<file path="src/hw/rtl/ubfh_pkg.sv">
`timescale 1ns / 1ps

package ubfh_pkg;

    typedef enum logic [3:0] {
        PH_IDLE     = 4'd0,
        PH_ACTIVATE = 4'd1,
        PH_ERASE    = 4'd2,
        PH_FILL     = 4'd3,
        PH_WCMD     = 4'd4,
        PH_ADDR     = 4'd5,
        PH_DATA     = 4'd6,
        PH_GO       = 4'd7,
        PH_DONE     = 4'd8,
        PH_FAILED   = 4'd9
    } phase_t;

    typedef enum logic [2:0] {
        CMD_START   = 3'd0,
        CMD_REPLY   = 3'd1,
        CMD_FW_BYTE = 3'd2,
        CMD_TX_SLOT = 3'd3,
        CMD_TIMEOUT = 3'd4
    } cmd_t;

    typedef enum logic [2:0] {
        ERR_NONE       = 3'd0,
        ERR_NACK       = 3'd1,
        ERR_INVALID    = 3'd2,
        ERR_TIMEOUT    = 3'd3,
        ERR_MISALIGNED = 3'd4
    } err_t;

    localparam logic       REG_FLASH_BASE   = 1'b0;
    localparam logic       REG_JUMP_ADDRESS = 1'b1;

    localparam logic [7:0]  BYTE_ACTIVATE = 8'h7F;
    localparam logic [7:0]  BYTE_ACK      = 8'h79;
    localparam logic [7:0]  BYTE_NACK     = 8'h1F;
    localparam logic [7:0]  BYTE_WRITE    = 8'h31;
    localparam logic [7:0]  BYTE_WRITE_N  = 8'hCE;
    localparam logic [7:0]  BYTE_ERASE    = 8'h44;
    localparam logic [7:0]  BYTE_ERASE_N  = 8'hBB;
    localparam logic [7:0]  BYTE_GO       = 8'h21;
    localparam logic [7:0]  BYTE_GO_N     = 8'hDE;
    localparam logic [7:0]  BYTE_PAD      = 8'hFF;
    localparam logic [31:0] DEFAULT_ADDR  = 32'h0800_0000;

    // Extended erase command followed by the mass-erase code and their XOR.
    function automatic logic [7:0] erase_byte(input logic [2:0] k);
        logic [7:0] b;
        case (k)
            3'd0:    b = BYTE_ERASE;
            3'd1:    b = BYTE_ERASE_N;
            3'd2:    b = 8'hFF;
            3'd3:    b = 8'hFF;
            default: b = 8'h00;
        endcase
        return b;
    endfunction

    // Big-endian address bytes, then their XOR.
    function automatic logic [7:0] addr_frame_byte(input logic [31:0] a, input logic [2:0] k);
        logic [7:0] b;
        case (k)
            3'd0:    b = a[31:24];
            3'd1:    b = a[23:16];
            3'd2:    b = a[15:8];
            3'd3:    b = a[7:0];
            default: b = a[31:24] ^ a[23:16] ^ a[15:8] ^ a[7:0];
        endcase
        return b;
    endfunction

endpackage

</file>
<file path="src/hw/rtl/uart_bootloader_flash_host.sv">
`timescale 1ns / 1ps

// Channel   Direction  Ports                  Contents
// s_        input      tdata, tuser, tlast    byte_value, cmd + end_of_image, end_of_block
// m_        output     tdata, tuser           status fields and tx_byte, tx_valid
// cfg_      input      wr_en, index, wdata    flash_base (0), jump_address (1)
//
// One beat is accepted per cycle while results are taken; its result passes through the input
// register, then the result register. The state update is a single pass per beat; the block
// buffer is a memory whose next read address is prefetched from the next-state send index.
// Reset is synchronous and clears control state only; the buffer is never cleared.
// A stalled result holds in the result register while one more beat waits in the input
// register; only then does s_tready drop.

module uart_bootloader_flash_host
    import ubfh_pkg::*;
#(
    parameter int BLOCK_BYTES = 256
) (
    input  logic        aclk,
    input  logic        aresetn,

    input  logic        s_tvalid,
    output logic        s_tready,
    input  logic [7:0]  s_tdata,   // [7:0] byte_value
    input  logic [3:0]  s_tuser,   // [2:0] cmd, [3] end_of_image
    input  logic        s_tlast,   // end_of_block

    output logic        m_tvalid,
    input  logic        m_tready,
    output logic [23:0] m_tdata,   // [7:0] tx_byte, [8] data_accepted, [9] ready_for_data,
                                   // [13:10] session_phase, [16:14] error_code, rest zero
    output logic        m_tuser,   // tx_valid

    input  logic        cfg_wr_en,
    input  logic        cfg_index,
    input  logic [31:0] cfg_wdata
);

    localparam int AW      = (BLOCK_BYTES > 1) ? $clog2(BLOCK_BYTES) : 1;
    localparam int CW      = $clog2(BLOCK_BYTES + 1);
    localparam int PAD_MAX = ((BLOCK_BYTES + 3) / 4) * 4;
    localparam int SI_W    = ($clog2(PAD_MAX + 3) > 3) ? $clog2(PAD_MAX + 3) : 3;

    // Handshake and input register
    logic        in_valid_reg;
    cmd_t        in_cmd_reg;
    logic [7:0]  in_byte_reg;
    logic        in_eob_reg;
    logic        in_eoi_reg;
    logic        s_accept;
    logic        proc;

    // Configuration
    logic [31:0] flash_base_reg;
    logic [31:0] jump_address_reg;

    // Session state
    phase_t          phase_reg, phase_next;
    logic            await_reg, await_next;
    logic [CW-1:0]   block_count_reg, block_count_next;
    logic [SI_W-1:0] send_index_reg, send_index_next;
    logic [7:0]      check_reg, check_next;
    logic [31:0]     write_ptr_reg, write_ptr_next;
    logic            image_done_reg, image_done_next;
    err_t            fault_reg, fault_next;

    // Block buffer
    logic [7:0]      block_mem [BLOCK_BYTES];
    logic [7:0]      mem_q_reg;
    logic            mem_we;
    logic [AW-1:0]   rd_addr;

    // Result register
    logic            m_valid_reg;
    logic            tx_valid_reg, tx_valid_next;
    logic [7:0]      tx_byte_reg, tx_byte_next;
    logic            accepted_reg, accepted_next;

    // Data-frame helpers
    logic [SI_W-1:0] pad_sum;
    logic [SI_W-1:0] padded;
    logic [SI_W-1:0] pos;
    logic [7:0]      data_byte;
    logic [CW-1:0]   bc_inc;

    assign s_accept = s_tvalid && s_tready;
    assign proc     = in_valid_reg && (!m_valid_reg || m_tready);
    assign s_tready = !in_valid_reg || proc;

    always_ff @(posedge aclk) begin
        if (!aresetn) begin
            in_valid_reg <= 1'b0;
        end else if (s_accept) begin
            in_valid_reg <= 1'b1;
        end else if (proc) begin
            in_valid_reg <= 1'b0;
        end
    end

    always_ff @(posedge aclk) begin
        if (s_accept) begin
            in_cmd_reg  <= cmd_t'(s_tuser[2:0]);
            in_byte_reg <= s_tdata;
            in_eob_reg  <= s_tlast;
            in_eoi_reg  <= s_tuser[3];
        end
    end

    always_ff @(posedge aclk) begin
        if (!aresetn) begin
            flash_base_reg   <= DEFAULT_ADDR;
            jump_address_reg <= DEFAULT_ADDR;
        end else if (cfg_wr_en) begin
            case (cfg_index)
                REG_FLASH_BASE:   flash_base_reg   <= cfg_wdata;
                REG_JUMP_ADDRESS: jump_address_reg <= cfg_wdata;
                default: ;
            endcase
        end
    end

    assign pad_sum   = SI_W'(block_count_reg) + SI_W'(3);
    assign padded    = {pad_sum[SI_W-1:2], 2'b00};
    assign pos       = send_index_reg - SI_W'(1);
    assign data_byte = (pos < SI_W'(block_count_reg)) ? mem_q_reg : BYTE_PAD;
    assign bc_inc    = block_count_reg + CW'(1);

    always_comb begin
        phase_next       = phase_reg;
        await_next       = await_reg;
        block_count_next = block_count_reg;
        send_index_next  = send_index_reg;
        check_next       = check_reg;
        write_ptr_next   = write_ptr_reg;
        image_done_next  = image_done_reg;
        fault_next       = fault_reg;
        tx_valid_next    = 1'b0;
        tx_byte_next     = 8'h00;
        accepted_next    = 1'b0;
        mem_we           = 1'b0;

        if (proc) begin
            case (in_cmd_reg)
                CMD_START: begin
                    if (phase_reg == PH_IDLE || phase_reg == PH_DONE
                            || phase_reg == PH_FAILED) begin
                        phase_next       = PH_ACTIVATE;
                        await_next       = 1'b0;
                        block_count_next = '0;
                        send_index_next  = '0;
                        check_next       = 8'h00;
                        write_ptr_next   = flash_base_reg;
                        image_done_next  = 1'b0;
                        fault_next       = ERR_NONE;
                    end
                end
                CMD_REPLY: begin
                    if (await_reg) begin
                        await_next = 1'b0;
                        if (in_byte_reg == BYTE_ACK) begin
                            case (phase_reg)
                                PH_ACTIVATE: begin
                                    phase_next      = PH_ERASE;
                                    send_index_next = '0;
                                end
                                PH_ERASE: begin
                                    if (send_index_reg >= SI_W'(5)) begin
                                        phase_next      = PH_FILL;
                                        send_index_next = '0;
                                    end
                                end
                                PH_WCMD: begin
                                    phase_next      = PH_ADDR;
                                    send_index_next = '0;
                                end
                                PH_ADDR: begin
                                    phase_next      = PH_DATA;
                                    send_index_next = '0;
                                end
                                PH_DATA: begin
                                    write_ptr_next   = write_ptr_reg + 32'(block_count_reg);
                                    block_count_next = '0;
                                    send_index_next  = '0;
                                    phase_next       = image_done_reg ? PH_GO : PH_FILL;
                                end
                                PH_GO: begin
                                    if (send_index_reg >= SI_W'(7)) begin
                                        phase_next = PH_DONE;
                                    end
                                end
                                default: ;
                            endcase
                        end else begin
                            phase_next = PH_FAILED;
                            fault_next = (in_byte_reg == BYTE_NACK) ? ERR_NACK : ERR_INVALID;
                        end
                    end
                end
                CMD_FW_BYTE: begin
                    if (phase_reg == PH_FILL && block_count_reg < CW'(BLOCK_BYTES)) begin
                        mem_we           = 1'b1;
                        block_count_next = bc_inc;
                        accepted_next    = 1'b1;
                        if (in_eoi_reg) begin
                            image_done_next = 1'b1;
                        end
                        if (in_eob_reg || in_eoi_reg || bc_inc >= CW'(BLOCK_BYTES)) begin
                            send_index_next = '0;
                            // A block may only start on a word boundary.
                            if (write_ptr_reg[1:0] != 2'b00) begin
                                phase_next = PH_FAILED;
                                fault_next = ERR_MISALIGNED;
                                await_next = 1'b0;
                            end else begin
                                phase_next = PH_WCMD;
                            end
                        end
                    end
                end
                CMD_TX_SLOT: begin
                    if (!await_reg) begin
                        case (phase_reg)
                            PH_ACTIVATE: begin
                                tx_valid_next   = 1'b1;
                                tx_byte_next    = BYTE_ACTIVATE;
                                send_index_next = SI_W'(1);
                                await_next      = 1'b1;
                            end
                            PH_ERASE: begin
                                if (send_index_reg < SI_W'(5)) begin
                                    tx_valid_next   = 1'b1;
                                    tx_byte_next    = erase_byte(send_index_reg[2:0]);
                                    send_index_next = send_index_reg + SI_W'(1);
                                    await_next      = (send_index_reg == SI_W'(1))
                                                   || (send_index_reg == SI_W'(4));
                                end
                            end
                            PH_WCMD: begin
                                if (send_index_reg < SI_W'(2)) begin
                                    tx_valid_next   = 1'b1;
                                    tx_byte_next    = (send_index_reg == '0) ? BYTE_WRITE
                                                                             : BYTE_WRITE_N;
                                    send_index_next = send_index_reg + SI_W'(1);
                                    await_next      = (send_index_reg == SI_W'(1));
                                end
                            end
                            PH_ADDR: begin
                                if (send_index_reg < SI_W'(5)) begin
                                    tx_valid_next   = 1'b1;
                                    tx_byte_next    = addr_frame_byte(write_ptr_reg,
                                                                      send_index_reg[2:0]);
                                    send_index_next = send_index_reg + SI_W'(1);
                                    await_next      = (send_index_reg == SI_W'(4));
                                end
                            end
                            PH_DATA: begin
                                // Length byte, padded data, then the XOR of all of them.
                                if (send_index_reg <= padded + SI_W'(1)) begin
                                    tx_valid_next = 1'b1;
                                    if (send_index_reg == '0) begin
                                        tx_byte_next = 8'(padded - SI_W'(1));
                                        check_next   = 8'(padded - SI_W'(1));
                                    end else if (send_index_reg <= padded) begin
                                        tx_byte_next = data_byte;
                                        check_next   = check_reg ^ data_byte;
                                    end else begin
                                        tx_byte_next = check_reg;
                                    end
                                    send_index_next = send_index_reg + SI_W'(1);
                                    await_next      = (send_index_reg == padded + SI_W'(1));
                                end
                            end
                            PH_GO: begin
                                if (send_index_reg < SI_W'(7)) begin
                                    tx_valid_next = 1'b1;
                                    if (send_index_reg == '0) begin
                                        tx_byte_next = BYTE_GO;
                                    end else if (send_index_reg == SI_W'(1)) begin
                                        tx_byte_next = BYTE_GO_N;
                                    end else begin
                                        tx_byte_next = addr_frame_byte(jump_address_reg,
                                            send_index_reg[2:0] - 3'd2);
                                    end
                                    send_index_next = send_index_reg + SI_W'(1);
                                    await_next      = (send_index_reg == SI_W'(1))
                                                   || (send_index_reg == SI_W'(6));
                                end
                            end
                            default: ;
                        endcase
                    end
                end
                CMD_TIMEOUT: begin
                    if (await_reg) begin
                        phase_next = PH_FAILED;
                        fault_next = ERR_TIMEOUT;
                        await_next = 1'b0;
                    end
                end
                default: ;
            endcase
        end
    end

    always_ff @(posedge aclk) begin
        if (!aresetn) begin
            phase_reg       <= PH_IDLE;
            await_reg       <= 1'b0;
            block_count_reg <= '0;
            send_index_reg  <= '0;
            check_reg       <= 8'h00;
            write_ptr_reg   <= 32'h0;
            image_done_reg  <= 1'b0;
            fault_reg       <= ERR_NONE;
            m_valid_reg     <= 1'b0;
        end else begin
            phase_reg       <= phase_next;
            await_reg       <= await_next;
            block_count_reg <= block_count_next;
            send_index_reg  <= send_index_next;
            check_reg       <= check_next;
            write_ptr_reg   <= write_ptr_next;
            image_done_reg  <= image_done_next;
            fault_reg       <= fault_next;
            if (proc) begin
                m_valid_reg <= 1'b1;
            end else if (m_tready) begin
                m_valid_reg <= 1'b0;
            end
        end
    end

    always_ff @(posedge aclk) begin
        if (proc) begin
            tx_valid_reg <= tx_valid_next;
            tx_byte_reg  <= tx_byte_next;
            accepted_reg <= accepted_next;
        end
    end

    // The read address follows the next send index, so the data byte a transmit
    // slot needs is already in mem_q_reg when that slot is processed.
    assign rd_addr = AW'(send_index_next - SI_W'(1));

    always_ff @(posedge aclk) begin
        if (mem_we) begin
            block_mem[block_count_reg[AW-1:0]] <= in_byte_reg;
        end
        mem_q_reg <= block_mem[rd_addr];
    end

    // Phase and fault in the result are the state after the beat.
    assign m_tvalid = m_valid_reg;
    assign m_tuser  = tx_valid_reg;
    assign m_tdata  = {7'd0, fault_reg, phase_reg, (phase_reg == PH_FILL), accepted_reg,
                       tx_byte_reg};

    a_await_in_session: assert property (@(posedge aclk) disable iff (!aresetn)
        await_reg |-> (phase_reg >= PH_ACTIVATE && phase_reg <= PH_GO))
        else $error("reply awaited outside an active session");

    a_fault_only_failed: assert property (@(posedge aclk) disable iff (!aresetn)
        fault_reg != ERR_NONE |-> phase_reg == PH_FAILED)
        else $error("error code set while not in the failed phase");

    a_count_bound: assert property (@(posedge aclk) disable iff (!aresetn)
        block_count_reg <= CW'(BLOCK_BYTES))
        else $error("block count beyond buffer size");

    a_tx_in_session: assert property (@(posedge aclk) disable iff (!aresetn)
        proc && tx_valid_next |=> phase_reg != PH_IDLE && phase_reg != PH_FILL)
        else $error("byte transmitted while idle or filling");

endmodule

</file>
<file path="config.mk">
export PLATFORM = sky130hd
export DESIGN_NAME = uart_bootloader_flash_host
export DESIGN_NICKNAME = d
export VERILOG_FILES = /design/src/hw/rtl/ubfh_pkg.sv /design/src/hw/rtl/uart_bootloader_flash_host.sv
export SDC_FILE = /design/constraint.sdc
export NUM_CORES = 2
export LEC_CHECK = 0
export BUFFER_PORTS_ARGS = -buffer_cell sky130_fd_sc_hd__buf_2
export CAP_MARGIN = 10
export CORE_AREA = 2 2 479 481
export CTS_BUF_LIST = sky130_fd_sc_hd__clkbuf_4 sky130_fd_sc_hd__clkbuf_8
export DETAILED_ROUTE_END_ITERATION = 10
export DIE_AREA = 0 0 481 483
export PLACE_DENSITY_LB_ADDON = 0.15
export SETUP_SLACK_MARGIN = 0.05
export SYNTH_ARGS = -nofsm -noshare
export SYNTH_HDL_FRONTEND = slang
export SYNTH_SLANG_ARGS = --single-unit
</file>
<file path="constraint.sdc">
create_clock -name aclk -period 13.8 [get_ports aclk]
set_input_delay 2.76 -clock aclk [delete_from_list [all_inputs] [get_ports aclk]]
set_output_delay 2.76 -clock aclk [all_outputs]
set_load 0.01 [all_outputs]
</file>
# Yosys cells after proc, flatten, opt, wreduce, memory -nomap -nowiden
# Memory sizes are Yosys's and may differ from the RTL's. A register that Yosys moved wholly into a read port is not among the register bits.
# Cells that the tools add are included.
[word_totals]
register_bits = 156
ramBits = 2048
in_bits = 51
memories = 1
[op_classes]
addsub = 9
order_cmp = 10
n_eq_ne = 42
muxes = 98
n_bitwise = 9
n_reduce_logical = 41
[mem_list]
columns = ["name", "words", "word_bits", "read_ports", "rd_ports_with_merged_regs", "write_ports", "line", "source"]
rows = [
  ["block_mem", 256, 8, 1, 1, 1, "uart_bootloader_flash_host.sv:69", "logic [7:0] block_mem [BLOCK_BYTES];"],
]
[op_table]
columns = ["operator", "n"]
rows = [
  ["2-to-1 mux 9 bit", 17],
  ["2-to-1 mux 8 bit", 17],
  ["2-to-1 mux 32 bit", 4],
  ["one-hot mux 32 bit (2 select lines)", 1],
  ["one-hot mux 8 bit (4 select lines)", 2],
  ["XOR 8 bit", 7],
  ["one-hot mux 8 bit (6 select lines)", 1],
  ["one-hot mux 9 bit (5 select lines)", 1],
  ["2-to-1 mux 4 bit", 9],
  ["one-hot mux 9 bit (4 select lines)", 1],
  ["adder 32 x 9 -> 32 bit", 1],
  ["adder 9 x 1 -> 9 bit, second input constant", 3],
  ["one-hot mux 9 bit (3 select lines)", 1],
  ["2-to-1 mux 1 bit", 25],
  ["2-to-1 mux 3 bit", 8],
  ["inequality test 2 bit, second input constant", 12],
  ["one-hot mux 4 bit (6 select lines)", 1],
  ["one-hot mux 8 bit (3 select lines)", 1],
  ["equality test 3 x 2 -> 1 bit, second input constant", 6],
  ["equality test 9 x 3 -> 1 bit, second input constant", 2],
  ["greater-or-equal comparator 9 x 3 -> 1 bit, second input constant", 2],
  ["<= comparator 9 bit", 2],
  ["< comparator 9 x 3 -> 1 bit, second input constant", 2],
  ["one-hot mux 9 bit (2 select lines)", 1],
  ["48 further kinds", 82],
]

# Logic depth before layout (Yosys ltp)
[logic_depth]
depth_word = 10
ltp_mapped = 33
depth_no_buf = 23

# Least setup slack after synthesis
# No wires, ideal clock.
[synth_path]
path_type = "register -> register"
from = "reg in_byte_reg[4]"
to = "reg mem_q_reg[5], read port of block_mem"
arrival_time_ns = 9.051
required_time_ns = 13.666
slack_ns = 4.615
stages_incl_launch_ff = 26
path_buffers = 10
cell_sequence = "edfxtp_1 -> and4b_1 -> nand4_1 -> a2111oi_1 -> o21ai_0 -> nor2_1 -> a41o_4 -> nand2_8 -> inv_4 -> buf_4 -> buf_6 -> buf_2 -> buf_4 -> buf_2 -> ha_1 -> clkbuf_1 -> inv_2 -> clkbuf_1 -> clkbuf_1 -> clkbuf_1 -> clkbuf_1 -> mux4_2 -> o2111ai_1 -> o211ai_1 -> a221oi_1 -> o211ai_1"
[synth_between]
elab_chain_cells = 6
[synth_lines]
columns = ["item", "line", "source"]
rows = [
  ["start: declaration", "uart_bootloader_flash_host.sv:48", "logic [7:0] in_byte_reg;"],
  ["start signal: assignment", "uart_bootloader_flash_host.sv:104", "in_byte_reg <= s_tdata;"],
  ["equality test 8 x 7 -> 1 bit", "uart_bootloader_flash_host.sv:161", "if (in_byte_reg == BYTE_ACK) begin"],
  ["2-to-1 mux 9 bit", "uart_bootloader_flash_host.sv:161", ""],
  ["2-to-1 mux 9 bit", "uart_bootloader_flash_host.sv:159", "if (await_reg) begin"],
  ["one-hot mux 9 bit (4 select lines)", "uart_bootloader_flash_host.sv:144", "case (in_cmd_reg)"],
  ["2-to-1 mux 9 bit", "uart_bootloader_flash_host.sv:143", "if (proc) begin"],
  ["subtractor 8 x 1 -> 8 bit", "uart_bootloader_flash_host.sv:344", "assign rd_addr = AW'(send_index_next - SI_W'(1));"],
  ["end: declaration", "uart_bootloader_flash_host.sv:70", "logic [7:0] mem_q_reg;"],
]
# Every way passes these cells.
# A chain may end at the register's enable or synchronous reset.

# Final worst setup path
[layout_path]
from = "reg block_count_reg[3]"
to = "reg mem_q_reg[6], read port of block_mem"
[layout_between]
elab_chain_cells = 9
[layout_lines]
columns = ["item", "line", "source"]
rows = [
  ["start: declaration", "uart_bootloader_flash_host.sv:61", "logic [CW-1:0] block_count_reg, block_count_next;"],
  ["start signal: assignment", "uart_bootloader_flash_host.sv:320", "block_count_reg <= block_count_next;"],
  ["adder 9 x 2 -> 9 bit", "uart_bootloader_flash_host.sv:123", "assign pad_sum = SI_W'(block_count_reg) + SI_W'(3);"],
  ["adder 9 x 1 -> 9 bit", "uart_bootloader_flash_host.sv:259", "if (send_index_reg <= padded + SI_W'(1)) begin"],
  ["<= comparator 9 bit", "uart_bootloader_flash_host.sv:259", ""],
  ["2-to-1 mux 9 bit", "uart_bootloader_flash_host.sv:259", ""],
  ["one-hot mux 9 bit (5 select lines)", "uart_bootloader_flash_host.sv:223", "case (phase_reg)"],
  ["2-to-1 mux 9 bit", "uart_bootloader_flash_host.sv:222", "if (!await_reg) begin"],
  ["one-hot mux 9 bit (4 select lines) (*)", "uart_bootloader_flash_host.sv:144", ""],
  ["2-to-1 mux 9 bit (*)", "uart_bootloader_flash_host.sv:143", ""],
  ["subtractor 8 x 1 -> 8 bit (*)", "uart_bootloader_flash_host.sv:344", ""],
]
# Every way passes the cells marked *; elsewhere a longest branch is shown, timed or not.

==> flow_summary.yaml <==
run_status:
  run_status: "finished, final reports clean"
die:
  top_level_ports: 78
  start_util_pct: 39.92
  die_area_sq_um: 232300
  core-area_sq_um: 226800
  fp.dieH_um: 483
  fp-row-count: 175
  horizontal_extent_of_the_die_um: 481
critical_path:
  reg2reg_setup_slack_ps: 4000
  worstReg2RegStart: "block_count_reg[3]$_SDFFE_PN0P_"
  path_buf_inv: 5
  critical_path.slowest_cell: "sky130_fd_sc_hd__o21ai_0"
  crit_path_max_incr_delay_ps: 880
  setup.worst_path.end_class: "flip-flop"
  arrival_time_of_the_worst_setup_path_ps: 10830
  r2r_end: "mem_q_reg[6]$_DFF_P_"
  worstRegToRegCells: 26
  crit_fanout: 94
  worst-endpoint-required_ps: 14840
  path_class: "flip-flop to flip-flop"
  crit_family: "compound AO/OA/AOI/OAI gates"
  worst_setup_path_start_kind: "flip-flop"
power:
  post-layout-total-power_mw: 13.44
  netSwitchingFraction_pct: 21.48
  power.static_leakage_nw: 33.02
  share_comb_of_total_power_pct: 1.9
  p_switching_mw: 2.888
  power.density_nw_per_um2: 132.5
  worst_ir_drop_vdd_uv: 80.49
  power.sequential.fraction_pct: 54.8
  cell_internal_pwr_mw: 10.56
  clock_power_share_pct: 43.2
clock_network:
  skew_pair_late_insertion_delay_ps: 1120
  cts-resized-gates: 0
  cts.hold.buffers_added: 0
  postCtsSetupBuffers: 0
  cts_tree: "done"
  ctsRootBufferMaster: "sky130_fd_sc_hd__clkbuf_8"
  cts.htree.levels: 5
  cts-buffers-inserted: 387
  cts.sink_count: 2212
  cts_max_path_buffers: 4
  path_clk_slew_ps: 70
drt:
  route.vias.total: 52356
  wire_per_inst_um: 28.45
  drt_pass1_iterations: 8
  remaining_drc_errors: 0
  routed_wl_um: 259700
  final_antenna_net_count: 0
  detailedRoute.firstIterationViolations: 5570
  vias_per_cell: 5.736
worst_hold_path:
  hold-path-endpoint: "flash_base_reg[23]$_SDFFE_PN0P_"
  hold_path_startpoint: "flash_base_reg[23]$_SDFFE_PN0P_"
  hold_path_depth: 2
  hp-class: "flip-flop to flip-flop"
sta:
  achievable-frequency_mhz: 102.1
  grt_setup_unrepaired: "false"
  timing.final.crit_share_pct: 70.99
  whs_ps: 460.9
  fin_setup_tns_ps: 0
  finalSetupViolations: 0
  final_hold_viol_count: 0
  worst_pin_slew_ps: 1188
  final.min_clock_period_ps: 9796
  final-max-slew-violation-count: 0
  fin_skew_ps: 94.13
  max-slew-margin-rel_pct: 20.83
final_layout:
  fin_nets: 5910
  multi_input_comb_area_sq_um: 23990
  sequential_cell_area_sq_um: 65010
  nFillCells: 20124
  number_of_flip_flops_in_the_largest_register: 2048
  drive_gt1_share_pct: 20.43
  syn2layout_area_growth_pct: 12.06
  layoutNonFillerInstCount: 9128
  postLayoutCellArea_sq_um: 101500
place:
  placedInstanceArea_sq_um: 94130
  numPlacedInstances: 8437
  placement.io_buffers: 70
  place_hpwl_um: 156700
  gp_weighted_congestion: 0.8521
synth:
  synth_top_flop_cell: "sky130_fd_sc_hd__edfxtp_1"
  synth_cell_type_count: 100
  synthesis.area_per_instance_sq_um: 16.14
  syn-cell-area_sq_um: 90550
  number_of_enable_flip_flop_cells_after_synthesis: 2071
  synth.yosys.seq_area_share_pct: 71.80
  synthesis.instances: 5610
  ys_seq_elements: 2212
  synth_async_sr_flop_share_pct: 0
  synth_warnings: 0
grt:
  grt_util_all_layers_pct: 22.06
  grt_pass1_vias: 52489
  globalRouteOverflowTotal: 0
  grt_start_max_net_pins: 174
  grt_antenna_before_repair: 14
  global_route_wire_length_before_repair_um: 375300
job:
  drv.max_cap_violation_count: 0
layer usage:
metal / global-route usage (%) / up-vias / routed length (um) / share of wire, %
met5: 0 / - / 13 / 0.0050
met1: 30.86 / 27310 / 110500 / 43
met4: 7.142 / 2 / 7812 / 3.0
li1: - / 22529 / - / -
met3: 4.104 / 429 / 18490 / 7.1
met2: 34.87 / 2086 / 122900 / 47
cells in the mapped netlist, drive strengths merged, types with 41 or more instances:
cell type	count	share of area, %
dfxtp	141	3.1
ha	41	0.57
a22oi	51	0.42
buf	137	0.89
o21ai	144	0.80
and3	50	0.35
nor2	486	2.0
edfxtp	2071	69
nand2	709	3.0
a31oi	62	0.44
a211oi	42	0.35
nand3	152	0.85
mux4	409	10
xnor2	62	0.62
clkbuf	222	0.92
mux2i	99	1.1
a21oi	181	1.0
metrics by stage:
step,worst slack [ps],util [%]
global route,3622,44.73
floorplan,4615,-
global placement,3845,41.49
CTS,4229,44.72
detailed placement,3818,41.49
finish,4004,44.73
worst max-delay path by stage:
| stage | from | endpoint | cells after the start |
|---|---|---|---|
| final | block_count_reg[3]$_SDFFE_PN0P_ | mem_q_reg[6]$_DFF_P_ | 26 |
| after detailed placement | m_tready | mem_q_reg[7]$_DFF_P_ | 19 |
| after global placement | m_tready | mem_q_reg[7]$_DFF_P_ | 19 |
| after CTS | block_count_reg[3]$_SDFFE_PN0P_ | mem_q_reg[6]$_DFF_P_ | 26 |
| after global routing | block_count_reg[3]$_SDFFE_PN0P_ | mem_q_reg[6]$_DFF_P_ | 26 |
| after floorplan | in_byte_reg[4]$_DFFE_PP_ | mem_q_reg[5]$_DFF_P_ | 25 |
area by class of cell:
class | count | share of cell area [%]
antenna | 10 | 0.02466
tap | 3009 | 3.710
inverter | 34 | 0.1504
sequential | 2212 | 64.07
clock inverter | 145 | 0.7559
multi-input combinational | 3011 | 23.64
timing repair buffer | 171 | 1.191
clock buffer | 536 | 6.456
cell families (layout without fill, tap and decap cells):
logic type,count (synthesis),after routing,synth area share [%]
compound gates,812,812,6.132
xor+xnor,87,87,0.8816
fa+ha+maj,42,42,0.5886
buf+inv,393,886,1.950
flops,2212,2212,71.80
mux,514,514,11.34
other cells,1,17,0.004141
simple gates,1549,1549,7.307
power groups by stage:
stage	logic, mW	registers, mW	clock network, mW
after global routing	0.284	7.37	6.22
final	0.261	7.37	5.81
after CTS	0.264	7.37	5.93
after global placement	0.258	7.51	0
after detailed placement	0.264	7.51	0
after floorplan	0.0978	7.57	0
cells in the final DEF (no fill, tap or decap), drive strengths merged, types with 15 or more instances in the layout:
cell / count
o21a: 16
a22oi: 51
a31oi: 62
and2: 23
edfxtp: 2071
xnor2: 62
nor2: 486
nor2b: 17
and3: 50
a21oi: 181
mux2i: 99
dfxtp: 141
xor2: 24
o2111ai: 26
clkinv: 135
clkbuf: 536
a32oi: 38
ha: 41
o21ai: 144
o22ai: 34
mux4: 409
o31ai: 15
a311oi: 23
nand3: 152
o211ai: 32
nand2: 709
nor3: 39
a211oi: 42
inv: 36
o221ai: 26
buf: 171
worst min-delay path, cell delays in order (launching register included):
cell                      delay [ps]
sky130_fd_sc_hd__dfxtp_1         310
sky130_fd_sc_hd__nand2_1          50
sky130_fd_sc_hd__a21oi_1          60
No activity file was read; power rests on OpenSTA's default activity.
